`src/rtl/cmm_pkg.sv`:
```
// Package: shared types, constants and codes for the confusion matrix metrics unit.
`default_nettype none
package cmm_pkg;
    localparam int DEF_MAX_CLASSES = 32;
    localparam int DEF_COUNT_WIDTH = 32;
    localparam int SUM_W = 37;
    localparam int Q_W = 17;
    // Internal sum and divider width: covers the grand total of 63 x 63 cells of 48 bits.
    localparam int ACC_W = 60;
    localparam logic [Q_W-1:0] Q_ONE = 17'd65536;

    // Register byte addresses on the configuration port.
    localparam logic [1:0] ADDR_CLASSES = 2'd0;

    typedef enum logic [1:0] {
        KIND_ACC   = 2'd0,
        KIND_CLEAR = 2'd1,
        KIND_REPORT = 2'd2,
        KIND_NONE  = 2'd3
    } kind_t;

    typedef struct packed {
        logic [1:0]  kind;
        logic [5:0]  actual_label;
        logic [5:0]  predicted_label;
        logic [31:0] increment;
    } in_item_t;

    typedef struct packed {
        logic [4:0]       class_index;
        logic             is_summary;
        logic             last;
        logic [SUM_W-1:0] correct_count;
        logic [SUM_W-1:0] row_total;
        logic [SUM_W-1:0] col_total;
        logic [Q_W-1:0]   recall_q16;
        logic [Q_W-1:0]   precision_q16;
        logic [Q_W-1:0]   jaccard_q16;
        logic [Q_W-1:0]   accuracy_q16;
        logic [31:0]      dropped_count;
    } out_item_t;

    typedef enum logic [4:0] {
        ST_CLR_SWEEP,
        ST_IDLE,
        ST_ACC_RD,
        ST_ACC_WAIT,
        ST_ACC_WR,
        ST_CLR,
        ST_RPT_INIT,
        ST_RPT_SCAN,
        ST_RPT_DRAIN,
        ST_RPT_DIV_R,
        ST_RPT_DIV_P,
        ST_RPT_DIV_J,
        ST_RPT_EMIT,
        ST_SUM_MR,
        ST_SUM_MP,
        ST_SUM_MJ,
        ST_SUM_ACC,
        ST_SUM_EMIT
    } state_t;

    // Divider request: numerator / denominator; mode selects Q16 ratio or mean.
    typedef struct packed {
        logic             start;
        logic             mean;
        logic [ACC_W-1:0] num;
        logic [ACC_W-1:0] den;
    } div_req_t;

    typedef struct packed {
        logic        busy;
        logic        done;
        logic [Q_W-1:0] q;
    } div_rsp_t;
endpackage
`default_nettype wire

```
`src/rtl/cmm_div.sv`:
```
// Shared restoring divider: rounded Q1.16 ratio or rounded mean, one bit a cycle.
`default_nettype none
module cmm_div
    import cmm_pkg::*;
(
    input  wire logic     clk,
    input  wire logic     rst_n,
    input  div_req_t      req,
    output div_rsp_t      rsp
);
    logic [ACC_W:0]   rem_reg, rem_next;
    logic [ACC_W-1:0] den_reg, den_next;
    logic [ACC_W-1:0] quo_reg, quo_next;
    logic [6:0]  cnt_reg, cnt_next;
    logic        busy_reg, busy_next;
    logic        done_reg, done_next;
    logic        mean_reg, mean_next;
    logic [Q_W-1:0] q_reg, q_next;
    logic [ACC_W:0]   sh;
    logic [ACC_W-1:0] qtmp;

    always_comb
    begin
        rem_next  = rem_reg;
        den_next  = den_reg;
        quo_next  = quo_reg;
        cnt_next  = cnt_reg;
        busy_next = busy_reg;
        mean_next = mean_reg;
        q_next    = q_reg;
        done_next = 1'b0;
        sh   = '0;
        qtmp = '0;
        if (req.start)
        begin
            mean_next = req.mean;
            den_next  = req.den;
            if (req.den == '0)
            begin
                q_next = '0;
                done_next = 1'b1;
            end
            else if (!req.mean && req.num >= req.den)
            begin
                q_next = Q_ONE;
                done_next = 1'b1;
            end
            else if (req.mean)
            begin
                // Long division of (sum + den/2) by den, ACC_W steps.
                rem_next = '0;
                quo_next = req.num + {1'b0, req.den[ACC_W-1:1]};
                cnt_next = 7'(ACC_W);
                busy_next = 1'b1;
            end
            else
            begin
                rem_next = {1'b0, req.num};
                quo_next = '0;
                cnt_next = 7'd17;
                busy_next = 1'b1;
            end
        end
        else if (busy_reg)
        begin
            if (mean_reg)
            begin
                sh = {rem_reg[ACC_W-1:0], quo_reg[ACC_W-1]};
                qtmp = {quo_reg[ACC_W-2:0], 1'b0};
                if (sh >= {1'b0, den_reg})
                begin
                    sh = sh - {1'b0, den_reg};
                    qtmp[0] = 1'b1;
                end
            end
            else
            begin
                sh = {rem_reg[ACC_W-1:0], 1'b0};
                qtmp = {quo_reg[ACC_W-2:0], 1'b0};
                if (sh >= {1'b0, den_reg})
                begin
                    sh = sh - {1'b0, den_reg};
                    qtmp[0] = 1'b1;
                end
            end
            rem_next = sh;
            quo_next = qtmp;
            cnt_next = cnt_reg - 7'd1;
            if (cnt_reg == 7'd1)
            begin
                busy_next = 1'b0;
                done_next = 1'b1;
                if (mean_reg)
                    q_next = qtmp[Q_W-1:0];
                else
                    q_next = Q_W'((qtmp[17:0] + 18'd1) >> 1);
            end
        end
    end

    always_ff @(posedge clk or negedge rst_n)
    begin
        if (!rst_n)
        begin
            busy_reg <= 1'b0;
            done_reg <= 1'b0;
            cnt_reg  <= '0;
        end
        else
        begin
            busy_reg <= busy_next;
            done_reg <= done_next;
            cnt_reg  <= cnt_next;
        end
    end

    always_ff @(posedge clk)
    begin
        rem_reg  <= rem_next;
        den_reg  <= den_next;
        quo_reg  <= quo_next;
        mean_reg <= mean_next;
        q_reg    <= q_next;
    end

    assign rsp.busy = busy_reg;
    assign rsp.done = done_reg;
    assign rsp.q    = q_reg;

    a_done_pulse: assert property (@(posedge clk) disable iff (!rst_n)
        done_reg |=> !done_reg || $past(req.start))
        else $error("divider done held");
    a_no_start_busy: assert property (@(posedge clk) disable iff (!rst_n)
        busy_reg |-> !req.start)
        else $error("divider started while busy");
    a_q_range: assert property (@(posedge clk) disable iff (!rst_n)
        (done_reg && !mean_reg) |-> q_reg <= Q_ONE)
        else $error("ratio above one");
endmodule
`default_nettype wire

```
`config.mk`:
```
export PLATFORM = sky130hd
export DESIGN_NAME = cmm_div
export DESIGN_NICKNAME = d
export VERILOG_FILES = /design/src/rtl/cmm_pkg.sv /design/src/rtl/cmm_div.sv
export SDC_FILE = /design/constraint.sdc
export NUM_CORES = 1
export LEC_CHECK = 0
export BUFFER_PORTS_ARGS = -buffer_cell sky130_fd_sc_hd__buf_2
export CAP_MARGIN = 30
export CORE_UTILIZATION = 48
export CTS_CLUSTER_SIZE = 24
export DETAILED_ROUTE_END_ITERATION = 7
export MAX_ROUTING_LAYER = met4
export PLACE_DENSITY = 0.66
export RECOVER_POWER = 100
export SKIP_CTS_REPAIR_TIMING = 1
export SLEW_MARGIN = 30
export SYNTH_ARGS = -nofsm -noshare
export SYNTH_HDL_FRONTEND = slang
export SYNTH_SLANG_ARGS = --single-unit
export TNS_END_PERCENT = 100
```
`constraint.sdc`:
```
create_clock -name clk -period 4.67 [get_ports clk]
set_input_delay 0.467 -clock clk [delete_from_list [all_inputs] [get_ports clk]]
set_output_delay 0.467 -clock clk [all_outputs]
set_load 0.005 [all_outputs]
```
==> flow_summary.json <==
{
  "max-vdd-ir-drop_uv": 339.0,
  "fin_crit_sh_pct": 94.79,
  "die-area_mm2": 0.04349,
  "wl_per_cell_um": 28.77,
  "core_area_mm2": 0.04204,
  "final_nets": 2901,
  "insertion_delay_ns": 0.58,
  "hold_start": "req[17]",
  "max-cap-violations": 0,
  "layout-drive-gt1-share_pct": 7.510,
  "r2r_end": "rem_reg[40]$_DFFE_PP_",
  "synth_area_per_cell_um2": 8.174,
  "finalSetupTns_ns": 0,
  "tightest_slew_ns": 1.150,
  "antennaDiodeCount": 0,
  "die_x_um": 208.5,
  "antenna_found_initial": 0,
  "yosysWarningCount": 0,
  "numCtsBuffers": 25,
  "synth_ff_type": "edfxtp_1",
  "layout_min_cycle_time_ns": 4.427,
  "cts.sinks": 207,
  "grt_pass1_vias": 20920,
  "drc": 0,
  "p_sw_share_pct": 47.33,
  "relSlewSlack_pct": 22.53,
  "first_pass_iters": 6,
  "p_int_uw": 5482,
  "gp_congestion": 1.167,
  "async_flop_share_pct": 4.348,
  "grt_setup_unrepaired": "false",
  "finalMaxSlewViolations": 0,
  "topRoutingLayerUsed": "met4",
  "layout_common_cells": "a21oi_1 (265), nand2_1 (213), edfxtp_1 (198)",
  "wirelength_um": 90600,
  "wl_met2_um": 38140,
  "synth_nets": 2814,
  "synth_seq_cells": 207,
  "grt_max_degree": 70,
  "r2r_slack_ns": 0.24,
  "p_sw_uw": 4926,
  "overflow": 0,
  "hold_viol": 0,
  "start_kind": "flop",
  "grt_pass1_wl_um": 132500,
  "h-tree-depth": 1,
  "wl_met1_um": 36340,
  "p_seq_share_pct": 25.7,
  "max_clock_freq_ghz": 0.2259,
  "syn_area_mm2": 0.02048,
  "clk_pin_slew_worst_paths_ns": 0.09,
  "std_cell_rows": 75,
  "status": "completed",
  "via_count": 22190,
  "initial_core_util_pct": 48.71,
  "synth.distinct_cells": 86,
  "arrival_ns": 4.82,
  "grt_use_total_pct": 41.85,
  "io_pins": 143,
  "chipHeight_um": 208.5,
  "clkPwrFrac_pct": 19.9,
  "areaGrowthSynthToFinish_pct": 10.19,
  "rr_worst_depth": 12,
  "design_area_mm2": 0.02256,
  "clockRootBuffer": "clkbuf_16",
  "cp-end-kind": "flop",
  "place_area_mm2": 0.02188,
  "crit_fanout": 16,
  "yosysSeqAreaShare_pct": 30.14,
  "antenna_left": 0,
  "power_leakage_uw": 0.009178,
  "p_comb_share_pct": 54.4,
  "final_common_cell": "a21oi_1",
  "vias_per_cell": 7.047,
  "post-dp-hpwl_um": 71340,
  "power_density_mw_per_mm2": 461.3,
  "worstSetupPathType": "reg2reg",
  "numPortBuffers": 142,
  "cts_tree": "built",
  "setup_viol": 0,
  "drtIter0Drc": 3302,
  "min_to": "den_reg[17]$_DFFE_PP_",
  "rr_startpoint": "rem_reg[35]$_DFFE_PP_",
  "synth_edf_count": 198,
  "synth_cells": 2505,
  "required_ns": 5.07,
  "hold_path_class": "in2reg",
  "final.setup_skew_ns": 0.02731,
  "wl_met3_um": 10370,
  "clockBufferDepth": 3,
  "worstHoldPathCells": 1
}
[metal layers]
layer / GRT usage [%] / up-vias
met2: 60.28 / 1465
met4: 22.90 / 0
met1: 55.25 / 10620
li1: - / 9835
met5: - / -
met3: 7.940 / 267
[area by class of cell]
type                    count  area [um^2]
repair buffers            205         1160
flip-flops and latches    207         6171
well taps                 539        674.4
multi-input cells        1960        13010
fillers                  4039        19480
inverters                 193        724.4
clock buffers              29        640.6
clock inverters            16        186.4
[kinds of logic (layout without fill, tap and decap cells)]
kind of cell	after synthesis	after routing	synth area share, %
AOI/OAI and AO/OA	1006	1006	32.59
xor gates and xnor gates	45	45	1.925
adders and majority gates	185	185	11.41
buffers and inverters	338	443	6.483
DFF	207	207	30.14
muxes	9	9	0.4583
and+or+nand+nor	715	715	16.99
[worst max-delay path by stage]
stage                                      from                     to  slack, ns  depth (start not counted)
after CTS                 rem_reg[46]$_DFFE_PP_  rem_reg[22]$_DFFE_PP_       0.42                         11
after detailed placement  rem_reg[46]$_DFFE_PP_  rem_reg[35]$_DFFE_PP_       0.44                         12
after floorplan                         req[37]   quo_reg[0]$_DFFE_PP_       0.31                         10
after global routing       rem_reg[3]$_DFFE_PP_  rem_reg[38]$_DFFE_PP_       0.06                         12
after global placement    rem_reg[35]$_DFFE_PP_  rem_reg[35]$_DFFE_PP_       0.48                         12
final                     rem_reg[35]$_DFFE_PP_  rem_reg[40]$_DFFE_PP_       0.24                         12
[power by group through the flow]
stage	clock network, uW	logic, uW	registers [uW]
global placement	0	5380	2680
finish	2070	5660	2670
floorplan	0	3410	2630
detailed placement	0	5400	2700
global route	2140	5960	2700
CTS	2080	5430	2660
[worst max-delay path, cell delays in order (launching register included)]
cell and delay, ns:
edfxtp_1 0.48, ha_1 0.55, nand2_1 0.22, o21ai_0 0.52, a21oi_1 0.15, o31ai_1 0.41, a21oi_1 0.25, o21ai_0 0.51
buf_4 0.35, clkbuf_2 0.29, a22oi_1 0.09, o21ai_0 0.20, a2bb2oi_1 0.21
[cells in the mapped netlist (all sizes together), types with 8 or more instances]
cell / n / share of area, %
a211o: 9 / 0.38
a211oi: 25 / 0.92
xor2: 19 / 0.81
nor3: 44 / 1.1
a221oi: 16 / 0.68
nor2: 149 / 2.7
or2: 11 / 0.34
o21ai: 188 / 4.6
and3: 19 / 0.58
a21oi: 266 / 6.5
or3: 17 / 0.52
o21bai: 24 / 0.88
nand2: 213 / 3.9
nand2b: 17 / 0.52
o32ai: 8 / 0.34
a31oi: 41 / 1.3
a221o: 32 / 1.6
edfxtp: 198 / 29
ha: 182 / 11
o221ai: 26 / 1.1
o31ai: 15 / 0.55
nor2b: 14 / 0.43
clkbuf: 110 / 2.0
dfrtp: 9 / 1.1
o211ai: 13 / 0.48
a21o: 82 / 3.0
a22oi: 40 / 1.5
and4: 10 / 0.43
a32oi: 15 / 0.64
nand3: 81 / 2.0
a22o: 46 / 2.0
xnor2: 26 / 1.1
o21a: 34 / 1.2
a21boi: 11 / 0.40
inv: 192 / 3.5
nand4: 78 / 2.4
nor4: 40 / 1.3
o22ai: 47 / 1.4
buf: 35 / 0.93
[per-stage QoR]
stage	total power (uW)	setup slack, ns	hold slack [ns]	instances	utilization, %
after global placement	8062	0.4818	0.3257	3103	52.04
final	10410	0.2432	0.2225	3149	53.67
after floorplan	6036	0.3058	0.1714	2505	-
after global routing	10800	0.06375	0.2226	3149	53.67
after detailed placement	8094	0.4410	0.3278	3103	52.04
after CTS	10170	0.4154	-0.2619	3148	54.01
No activity file was read; power rests on OpenSTA's default activity.
